File: src/rtl/core/cstrip_pkg.sv
`timescale 1ns / 1ps
// ---------------------------------------------------------------------------
// Comment stripper package
// Shared byte codes, lexer modes and the queue entry format.
// ---------------------------------------------------------------------------
package cstrip_pkg;

  localparam logic [7:0] ChSlash     = 8'h2F;
  localparam logic [7:0] ChStar      = 8'h2A;
  localparam logic [7:0] ChQuote     = 8'h22;
  localparam logic [7:0] ChBackslash = 8'h5C;
  localparam logic [7:0] ChNewline   = 8'h0A;

  localparam int unsigned QueueDepthDefault = 4;

  typedef enum logic [6:0] {
    ModeNormal    = 7'b0000001,
    ModeSlash     = 7'b0000010,
    ModeLine      = 7'b0000100,
    ModeBlock     = 7'b0001000,
    ModeBlockStar = 7'b0010000,
    ModeString    = 7'b0100000,
    ModeStringEsc = 7'b1000000
  } mode_e;

  typedef struct packed {
    logic       two;
    logic [7:0] first;
    logic [7:0] second;
  } entry_t;

  typedef struct packed {
    logic full;
    logic empty;
  } q_status_t;

endpackage

File: src/rtl/core/cstrip_front.sv
`timescale 1ns / 1ps
// ---------------------------------------------------------------------------
// Comment stripper front end
// Accepts source bytes, tracks the lexer mode and packs the output bytes
// of each input byte into one queue entry.
// ---------------------------------------------------------------------------
module cstrip_front
  import cstrip_pkg::*;
(
  input  logic      clk_i,
  input  logic      rst_ni,
  input  logic      in_valid_i,
  output logic      in_stall_o,
  input  logic [7:0] in_char_i,
  input  logic      end_of_text_i,
  input  q_status_t q_status_i,
  output logic      push_o,
  output entry_t    push_entry_o
);

  mode_e  mode_q, mode_d;
  logic   accept;
  logic   emit;
  entry_t entry;

  assign in_stall_o = q_status_i.full;
  assign accept     = in_valid_i && !in_stall_o;

  always_comb begin
    mode_d       = mode_q;
    emit         = 1'b0;
    entry.two    = 1'b0;
    entry.first  = in_char_i;
    entry.second = in_char_i;
    unique case (mode_q)
      ModeSlash: begin
        if (in_char_i == ChSlash) begin
          mode_d = ModeLine;
        end else if (in_char_i == ChStar) begin
          mode_d = ModeBlock;
        end else begin
          emit        = 1'b1;
          entry.first = ChSlash;
          entry.two   = 1'b1;
          mode_d      = (in_char_i == ChQuote) ? ModeString : ModeNormal;
        end
      end
      ModeLine: begin
        if (in_char_i == ChNewline) begin
          emit   = 1'b1;
          mode_d = ModeNormal;
        end
      end
      ModeBlock: begin
        if (in_char_i == ChStar) begin
          mode_d = ModeBlockStar;
        end
      end
      ModeBlockStar: begin
        if (in_char_i == ChSlash) begin
          mode_d = ModeNormal;
        end else if (in_char_i != ChStar) begin
          mode_d = ModeBlock;
        end
      end
      ModeString: begin
        emit = 1'b1;
        if (in_char_i == ChBackslash) begin
          mode_d = ModeStringEsc;
        end else if (in_char_i == ChQuote) begin
          mode_d = ModeNormal;
        end
      end
      ModeStringEsc: begin
        emit   = 1'b1;
        mode_d = ModeString;
      end
      default: begin
        if (in_char_i == ChSlash && !end_of_text_i) begin
          mode_d = ModeSlash;
        end else begin
          emit   = 1'b1;
          mode_d = (in_char_i == ChQuote) ? ModeString : ModeNormal;
        end
      end
    endcase
    if (end_of_text_i) begin
      mode_d = ModeNormal;
    end
  end

  always_ff @(posedge clk_i or negedge rst_ni) begin
    if (!rst_ni) begin
      mode_q <= ModeNormal;
    end else if (accept) begin
      mode_q <= mode_d;
    end
  end

  assign push_o       = accept && emit;
  assign push_entry_o = entry;

endmodule

File: src/rtl/core/cstrip_queue.sv
`timescale 1ns / 1ps
// ---------------------------------------------------------------------------
// Comment stripper queue
// Short FIFO of packed output entries between front and back end.
// ---------------------------------------------------------------------------
module cstrip_queue
  import cstrip_pkg::*;
#(
  parameter int unsigned QueueDepth = QueueDepthDefault
) (
  input  logic      clk_i,
  input  logic      rst_ni,
  input  logic      push_i,
  input  entry_t    push_entry_i,
  input  logic      pop_i,
  output entry_t    pop_entry_o,
  output q_status_t status_o
);

  localparam int unsigned PtrW = (QueueDepth > 1) ? $clog2(QueueDepth) : 1;
  localparam int unsigned CntW = $clog2(QueueDepth + 1);
  localparam logic [PtrW-1:0] LastPtr = PtrW'(QueueDepth - 1);
  localparam logic [CntW-1:0] FullCnt = CntW'(QueueDepth);

  entry_t          mem_q [QueueDepth];
  logic [PtrW-1:0] wr_ptr_q, wr_ptr_d;
  logic [PtrW-1:0] rd_ptr_q, rd_ptr_d;
  logic [CntW-1:0] cnt_q, cnt_d;

  always_comb begin
    wr_ptr_d = wr_ptr_q;
    rd_ptr_d = rd_ptr_q;
    cnt_d    = cnt_q;
    if (push_i) begin
      wr_ptr_d = (wr_ptr_q == LastPtr) ? '0 : wr_ptr_q + 1'b1;
    end
    if (pop_i) begin
      rd_ptr_d = (rd_ptr_q == LastPtr) ? '0 : rd_ptr_q + 1'b1;
    end
    if (push_i && !pop_i) begin
      cnt_d = cnt_q + 1'b1;
    end else if (pop_i && !push_i) begin
      cnt_d = cnt_q - 1'b1;
    end
  end

  always_ff @(posedge clk_i or negedge rst_ni) begin
    if (!rst_ni) begin
      wr_ptr_q <= '0;
      rd_ptr_q <= '0;
      cnt_q    <= '0;
    end else begin
      wr_ptr_q <= wr_ptr_d;
      rd_ptr_q <= rd_ptr_d;
      cnt_q    <= cnt_d;
    end
  end

  always_ff @(posedge clk_i) begin
    if (push_i) begin
      mem_q[wr_ptr_q] <= push_entry_i;
    end
  end

  assign pop_entry_o    = mem_q[rd_ptr_q];
  assign status_o.full  = (cnt_q == FullCnt);
  assign status_o.empty = (cnt_q == '0);

  a_no_overflow: assert property (@(posedge clk_i) disable iff (!rst_ni)
    push_i |-> !status_o.full)
    else $error("queue push while full");

  a_no_underflow: assert property (@(posedge clk_i) disable iff (!rst_ni)
    pop_i |-> !status_o.empty)
    else $error("queue pop while empty");

  a_push_fills: assert property (@(posedge clk_i) disable iff (!rst_ni)
    push_i && !pop_i |=> !status_o.empty)
    else $error("queue empty after push");

endmodule

File: src/rtl/core/cstrip_back.sv
`timescale 1ns / 1ps
// ---------------------------------------------------------------------------
// Comment stripper back end
// Drains queue entries into the output register, one byte per beat.
// ---------------------------------------------------------------------------
module cstrip_back
  import cstrip_pkg::*;
(
  input  logic      clk_i,
  input  logic      rst_ni,
  input  q_status_t q_status_i,
  input  entry_t    pop_entry_i,
  output logic      pop_o,
  output logic      out_valid_o,
  input  logic      out_stall_i,
  output logic [7:0] out_char_o,
  output logic      run_last_o
);

  entry_t hold_q;
  logic   valid_q;
  logic   phase_q;
  logic   out_accept;
  logic   entry_done;

  assign out_accept = valid_q && !out_stall_i;
  assign entry_done = !hold_q.two || phase_q;
  assign pop_o      = !q_status_i.empty && (!valid_q || (out_accept && entry_done));

  always_ff @(posedge clk_i or negedge rst_ni) begin
    if (!rst_ni) begin
      valid_q <= 1'b0;
      phase_q <= 1'b0;
    end else if (pop_o) begin
      valid_q <= 1'b1;
      phase_q <= 1'b0;
    end else if (out_accept) begin
      if (entry_done) begin
        valid_q <= 1'b0;
        phase_q <= 1'b0;
      end else begin
        phase_q <= 1'b1;
      end
    end
  end

  always_ff @(posedge clk_i) begin
    if (pop_o) begin
      hold_q <= pop_entry_i;
    end
  end

  assign out_valid_o = valid_q;
  assign out_char_o  = phase_q ? hold_q.second : hold_q.first;
  assign run_last_o  = entry_done;

  a_phase_two: assert property (@(posedge clk_i) disable iff (!rst_ni)
    valid_q && phase_q |-> hold_q.two)
    else $error("second byte phase on single-byte entry");

  a_run_continues: assert property (@(posedge clk_i) disable iff (!rst_ni)
    out_accept && !run_last_o |=> out_valid_o && run_last_o)
    else $error("second byte of run missing");

  a_pop_on_free: assert property (@(posedge clk_i) disable iff (!rst_ni)
    pop_o |-> !valid_q || (out_accept && run_last_o))
    else $error("output register overwritten");

endmodule

File: src/rtl/core/c_comment_stripper_top.sv
`timescale 1ns / 1ps
// ---------------------------------------------------------------------------
// C comment stripper
// Streams C source bytes and passes them on with comments removed.
// ---------------------------------------------------------------------------
// Takes one source byte per cycle while the queue is not full and gives zero,
// one or two output beats for it, with run_last marking the last beat of each
// byte. Output runs at one beat per cycle from the output register while
// out_stall is low, so the sustained rate is one byte per cycle except where a
// held slash is released together with the next byte in two output beats. An
// accepted byte is written into the queue by the lexer, then the back end
// loads it into the output register. The queue of QueueDepth entries lets
// input keep flowing while the output is stalled until it holds that many.
module c_comment_stripper_top
  import cstrip_pkg::*;
#(
  parameter int unsigned QueueDepth = QueueDepthDefault
) (
  input  logic       clk_i,
  input  logic       rst_ni,
  input  logic       in_valid_i,
  output logic       in_stall_o,
  input  logic [7:0] in_char_i,
  input  logic       end_of_text_i,
  output logic       out_valid_o,
  input  logic       out_stall_i,
  output logic [7:0] out_char_o,
  output logic       run_last_o
);

  q_status_t q_status;
  logic      push;
  entry_t    push_entry;
  logic      pop;
  entry_t    pop_entry;

  cstrip_front u_front (
    .clk_i,
    .rst_ni,
    .in_valid_i,
    .in_stall_o,
    .in_char_i,
    .end_of_text_i,
    .q_status_i   (q_status),
    .push_o       (push),
    .push_entry_o (push_entry)
  );

  cstrip_queue #(
    .QueueDepth (QueueDepth)
  ) u_queue (
    .clk_i,
    .rst_ni,
    .push_i       (push),
    .push_entry_i (push_entry),
    .pop_i        (pop),
    .pop_entry_o  (pop_entry),
    .status_o     (q_status)
  );

  cstrip_back u_back (
    .clk_i,
    .rst_ni,
    .q_status_i  (q_status),
    .pop_entry_i (pop_entry),
    .pop_o       (pop),
    .out_valid_o,
    .out_stall_i,
    .out_char_o,
    .run_last_o
  );

endmodule
File: config.mk
export PLATFORM = sky130hd
export DESIGN_NAME = c_comment_stripper_top
export DESIGN_NICKNAME = d
export VERILOG_FILES = /design/src/rtl/core/cstrip_pkg.sv /design/src/rtl/core/cstrip_front.sv /design/src/rtl/core/cstrip_queue.sv /design/src/rtl/core/cstrip_back.sv /design/src/rtl/core/c_comment_stripper_top.sv
export SDC_FILE = /design/constraint.sdc
export NUM_CORES = 1
export LEC_CHECK = 0
export BUFFER_PORTS_ARGS = -buffer_cell sky130_fd_sc_hd__clkbuf_2
export CORE_ASPECT_RATIO = 0.8
export CORE_MARGIN = 3
export CORE_UTILIZATION = 35
export DETAILED_ROUTE_END_ITERATION = 8
export SLEW_MARGIN = 20
export SYNTH_ARGS = -nofsm -noshare
export SYNTH_HDL_FRONTEND = slang
export SYNTH_SLANG_ARGS = --single-unit
File: constraint.sdc
create_clock -name clk_i -period 3.1 [get_ports clk_i]
set_input_delay 0.465 -clock clk_i [delete_from_list [all_inputs] [get_ports clk_i]]
set_output_delay 0.465 -clock clk_i [all_outputs]
set_load 0.01 [all_outputs]
==> flow_metrics.tcl, run 1 <==
set metrics [dict create \
    final_nets 327 \
    wire_per_inst_um 18.0 \
    start_util 0.369 \
    synth_edf_count 85 \
    numCtsBuffers 9 \
    drive_gt1_frac 0.327 \
    nFillCells 1043 \
    die_area_um2 13900 \
    register_area_um2 2960 \
    cp.required_ps 3380 \
    dr.pass1.iters 4 \
    synth-simple-area-share 0.100 \
    ys.flop_type "edfxtp_1" \
    pre_cts_ws_ps 61.9 \
    clockBufferDepth 2 \
    synth.ff_latch_count 101 \
    fin_area_um2 5120 \
    synth_mux_area_frac 0.133 \
    crit_type "reg -> reg" \
    final_cell_mix "edfxtp_1 (85), clkbuf_2 (23), mux4_2 (17), mux2_2 (15), nand2_1 (15)" \
    pin_count 24 \
    finClkSkew_ps 7.54 \
    grt_use_total 0.130 \
    numClockSinks 101 \
    hold_slack_ps 32.9 \
    synthAdderAreaFrac 0.0218 \
    ys.warnings.count 0 \
    slowest_delay_ps 550 \
    hold_path_class "in -> async" \
    crit_path_end_kind "register" \
    cts_tree "yes" \
    fp.dieW_um 131 \
    min_period_over_period 0.932 \
    antennaDiodeCount 0 \
    grt_antenna_before_repair 0 \
    ant_nets 0 \
    syn_inst 265 \
    gp_congestion 0.865 \
    setup_viol 0 \
    use_met3 0.0537 \
    post_dp_cell_area_um2 4810 \
    synth_xor_area_frac 0.0100 \
    drc 0 \
    wl_um 8260 \
    fp.dieH_um 106 \
    cts_max_level 3 \
    ys_seq_area_frac 0.677 \
    r2r.worst_path.cells 11 \
    rrSetupSlack_ps 210 \
    status "complete, no violations" \
    grtUsageMet2 0.201 \
    netlist_area_um2 4360 \
    numPortBuffers 23 \
    final_common_cell "edfxtp_1" \
    drtIter0Drc 157 \
    cp_common_cell "xor2_1" \
    clk_latency_ps 350 \
    r2r-start "u_front.mode_q[3]" \
    num_vias 2316 \
    cp_slowest_cell "or4b_4" \
    crit_chain "or4b_4 -> or2_4 -> a21oi_4 -> a211oi_2 -> nor3_4 -> ha_1 -> inv_1 -> fa_1 -> xor2_1 -> nor2_1 -> xor2_1" \
    p_per_area_nw_per_um2 857 \
    synth_top_family_by_area "multiplexers" \
    grt.busiest_layer "met2" \
    syn-num-nets 285 \
    drv_cap 0 \
    gr-usage-met1 0.170 \
    row_count 35 \
    synth_compound_area_frac 0.0373 \
    finalCriticalPeriod_ps 2890 \
    hpwl_um 5460 \
    p_leak_nw 1.83 \
    crit_fanout 7 \
    hold_buffers 0 \
    area_delta_synth_final_pct 17.4 \
    grt_pass1_vias 2442 \
    fmax_mhz 346 \
    grt_pass1_wl_um 13200 \
    synth.distinct_cells 50 \
    start_kind "register" \
    clkTransAtPathRegs_ps 70 \
    relSlewSlack 0.407 \
    slew_viol_final 0 \
    fin_tns_setup_ps 0 \
    rsz0062_at_grt "no" \
    finalPower_mw 4.39 \
    cts_root_buf "clkbuf_16" \
    arrival_ps 3170 \
    overflow 0 \
    r2r-end "u_queue.cnt_q[2]" \
    timing.final.ws_setup_ps 212 \
    finalHoldViolations 0 \
    core_area_um2 11800 \
    async_flop_share 0.158 \
    ir_worst_vdd_mv 0.334 \
    grt_max_degree 20 \
    synth_area_per_cell_um2 16.5 \
    multi_input_area_um2 1320 \
    viasPerCell 5.03 \
    worst_pin_slew_ps 889 \
]
==> worst max path at each step <==
stage	from	end	slack (ps)
after floorplan	in_char_i[0]	u_queue.cnt_q[2]	150
after global placement	in_char_i[4]	u_queue.cnt_q[2]	150
after detailed placement	in_char_i[5]	u_queue.cnt_q[2]	60
after CTS	u_front.mode_q[3]	u_queue.cnt_q[2]	140
after global routing	u_front.mode_q[3]	u_queue.cnt_q[2]	40
final	u_front.mode_q[3]	u_queue.cnt_q[2]	210
==> cell families after synthesis <==
family / Yosys count
simple gates: 74
compound gates: 24
mux: 34
fa+ha+maj: 7
xor+xnor: 5
buf+inv: 20
flops: 101
==> power by group <==
part / switching (mW) / leakage, nW / total, mW / internal [mW]
logic: 0.538 / 0.694 / 1.15 / 0.611
registers: 0.187 / 0.982 / 2.09 / 1.90
clock network: 0.503 / 0.154 / 1.16 / 0.654
==> metal layers <==
metal / vias to the layer above / routed length, µm
met1: 1172 / 3910
met2: 32 / 3900
met3: 7 / 338
met5: - / 0
met4: 0 / 119
li1: 1105 / -
==> state kept, by name, indices dropped and copies added, names as in the netlist <==
name,cells
u_back.phase_q,1
u_queue.mem_q,68
u_queue.cnt_q,3
u_back.out_valid_o,1
u_front.mode_q,7
u_queue.wr_ptr_q,2
u_back.hold_q,17
u_queue.rd_ptr_q,2
==> per-stage QoR <==
| step | utilization | cells |
|---|---|---|
| 3_5_place_dp | 0.406 | 443 |
| 3_3_place_gp | 0.406 | 443 |
| 2_1_floorplan | - | 265 |
| 6_report | 0.433 | 460 |
| 5_1_grt | 0.433 | 460 |
| 4_1_cts | 0.432 | 459 |
==> timing repair <==
item | in CTS | in global routing
setup endpoints to repair | 0 | 1
gates resized for setup | 0 | 3
buffers inserted | 0 | 1
==> cell type report <==
cell class | count | area share
Clock buffer | 10 | 0.0467
Clock inverter | 6 | 0.0129
Inverter | 9 | 0.00660
Multi-Input combinational cell | 144 | 0.258
Sequential cell | 101 | 0.577
Tap cell | 148 | 0.0362
Timing Repair Buffer | 42 | 0.0625
==> cells in the mapped netlist, types with 3 or more instances <==
| library cell | n | area, µm² |
|---|---|---|
| mux2_2 | 15 | 169 |
| ha_1 | 6 | 75.1 |
| a21oi_1 | 10 | 50.1 |
| dfrtp_1 | 15 | 375 |
| xnor2_1 | 3 | 26.3 |
| clkbuf_1 | 5 | 18.8 |
| mux4_2 | 17 | 383 |
| buf_2 | 3 | 15.0 |
| nor3b_1 | 3 | 22.5 |
| edfxtp_1 | 85 | 2550 |
| nand3_1 | 5 | 25.0 |
| inv_1 | 9 | 33.8 |
| nand2_1 | 15 | 56.3 |
| nor3_1 | 8 | 40.0 |
| or3_1 | 3 | 18.8 |
| and2_1 | 8 | 50.1 |
| nor2_1 | 8 | 30.0 |
| nand2b_1 | 5 | 31.3 |
| nor2b_1 | 4 | 25.0 |
| o21ai_0 | 4 | 20.0 |
==> critical path: cells and delay by family (launching register included) <==
| kind | cells | cell delay (ps) |
|---|---|---|
| adder cells (fa/ha/maj) | 2 | 630 |
| AND/OR/NAND/NOR | 4 | 1120 |
| buffers and inverters | 1 | 70 |
| XOR/XNOR | 2 | 330 |
| flip-flops | 1 | 440 |
| AO/OA/AOI/OAI | 2 | 240 |
Power figures use the tool's default switching activity.
==> inputs of run 2 (changes only) <==
--- a/config.mk
+++ b/config.mk
@@ -8,7 +8,7 @@
 export BUFFER_PORTS_ARGS = -buffer_cell sky130_fd_sc_hd__clkbuf_2
 export CORE_ASPECT_RATIO = 0.8
 export CORE_MARGIN = 3
-export CORE_UTILIZATION = 35
+export CORE_UTILIZATION = 30
 export DETAILED_ROUTE_END_ITERATION = 8
 export SLEW_MARGIN = 20
 export SYNTH_ARGS = -nofsm -noshare
==> flow_metrics.tcl, run 2 (synthesis results as in run 1) <==
set metrics [dict create \
    status "complete, no violations" \
    fin_tns_setup_ps 0 \
    grt_pass1_vias 2407 \
    start_kind "register" \
    crit_fanout 7 \
    drtIter0Drc 181 \
    fp.dieW_um 141 \
    antennaDiodeCount 0 \
    pin_count 24 \
    cts_max_level 3 \
    row_count 38 \
    relSlewSlack 0.398 \
    numPortBuffers 23 \
    cts_tree "yes" \
    grt_use_total 0.109 \
    wire_per_inst_um 16.8 \
    top_regs "u_queue.mem_q x68, u_back.hold_q x17, u_front.mode_q x7" \
    wl_um 8260 \
    clkTransAtPathRegs_ps 60 \
    core_area_um2 13900 \
    drive_gt1_frac 0.313 \
    ant_nets 0 \
    crit_path_end_kind "register" \
    overflow 0 \
    finalCriticalPeriod_ps 2860 \
    start_util 0.314 \
    min_period_over_period 0.923 \
    top_register "u_queue.mem_q" \
    final_nets 326 \
    crit_type "reg -> reg" \
    worst_pin_slew_ps 903 \
    finClkSkew_ps 9.16 \
    finalHoldViolations 0 \
    stdcell_count 490 \
    arrival_ps 3130 \
    hold_buffers 0 \
    numCtsBuffers 9 \
    viasPerCell 4.81 \
    p_per_area_nw_per_um2 843 \
    grt_antenna_before_repair 0 \
    post_cts_buffers 0 \
    rsz0062_at_grt "no" \
    ir_worst_vdd_mv 0.335 \
    drc 0 \
    critPathLaunch "u_front.mode_q[3]" \
    hold_path_class "in -> async" \
    die_area_um2 16000 \
    gr-usage-met1 0.140 \
    cts_resized 0 \
    largest_reg_flops 68 \
    grtUsageMet2 0.176 \
    setup_viol 0 \
    drv_cap 0 \
    final_cell_mix "edfxtp_1 (85), clkbuf_2 (23), mux4_2 (17)" \
    fmax_mhz 350 \
    final_common_cell "edfxtp_1" \
    slew_viol_final 0 \
    p_leak_nw 1.80 \
    use_met3 0.0356 \
    fp.dieH_um 114 \
    hpwl_um 5320 \
    dp_cells 473 \
    area_delta_synth_final_pct 17.1 \
    grt_pass1_wl_um 13200 \
    gp_congestion 0.826 \
    num_vias 2358 \
    r2r-start "u_front.mode_q[3]" \
    grt_max_degree 20 \
    dr.pass1.iters 4 \
    cp.required_ps 3370 \
    cts_root_buf "clkbuf_16" \
    clockBufferDepth 2 \
    numClockSinks 101 \
    grt.busiest_layer "met2" \
    clk_latency_ps 350 \
]
[run 2: area by class of cell]
cell class              count  area (µm²)
flip-flops and latches    101        2950
multi-input cells         144        1320
repair buffers             41         288
well taps                 180         225
inverters                   9        33.8
clock inverters             5        60.1
fillers                  1330        8770
clock buffers              10         229
[run 2: metal layers]
layer	vias to the layer above	share of wire
met5	-	0
li1	1100	-
met1	1197	0.44
met2	49	0.49
met3	12	0.051
met4	0	0.019
[run 2: path summary, 6_finish.rpt]
path,to,slack (ps),cells after the start
worst max-delay path,u_queue.cnt_q[2],240,11
worst min-delay path,u_back.phase_q,50,1
worst max register to register,u_queue.cnt_q[2],240,11
worst min register to register,u_queue.cnt_q[2],480,1
max in group asynchronous,u_front.mode_q[0],2720,1
min in group clk_i,u_queue.mem_q[3][5],390,1
[run 2: through the flow]
stage	hold slack, ps	utilization	setup slack (ps)	area, µm²	power [mW]
after floorplan	169	-	155	4360	2.85
after global placement	419	0.346	160	4810	3.25
after detailed placement	425	0.346	99.3	4810	3.29
after CTS	59.6	0.367	175	5090	4.38
after global routing	86.5	0.368	58.5	5110	4.57
final	49.6	0.368	239	5110	4.31
[run 2: where the power goes]
group / internal, mW / total, mW / leakage (nW) / switching [mW]
clock: 0.624 / 1.09 / 0.139 / 0.465
sequential: 1.90 / 2.06 / 0.983 / 0.156
combinational: 0.584 / 1.16 / 0.681 / 0.577
[run 2: critical path: stages, from the launching register on]
cell      delay, ps
dfrtp_1         440
or4b_4          560
or2_4           260
a21oi_4         150
a211oi_2         80
nor3_4          190
ha_1            200
inv_1            70
fa_1            430
xor2_1          170
nor2_1          110
xor2_1          140
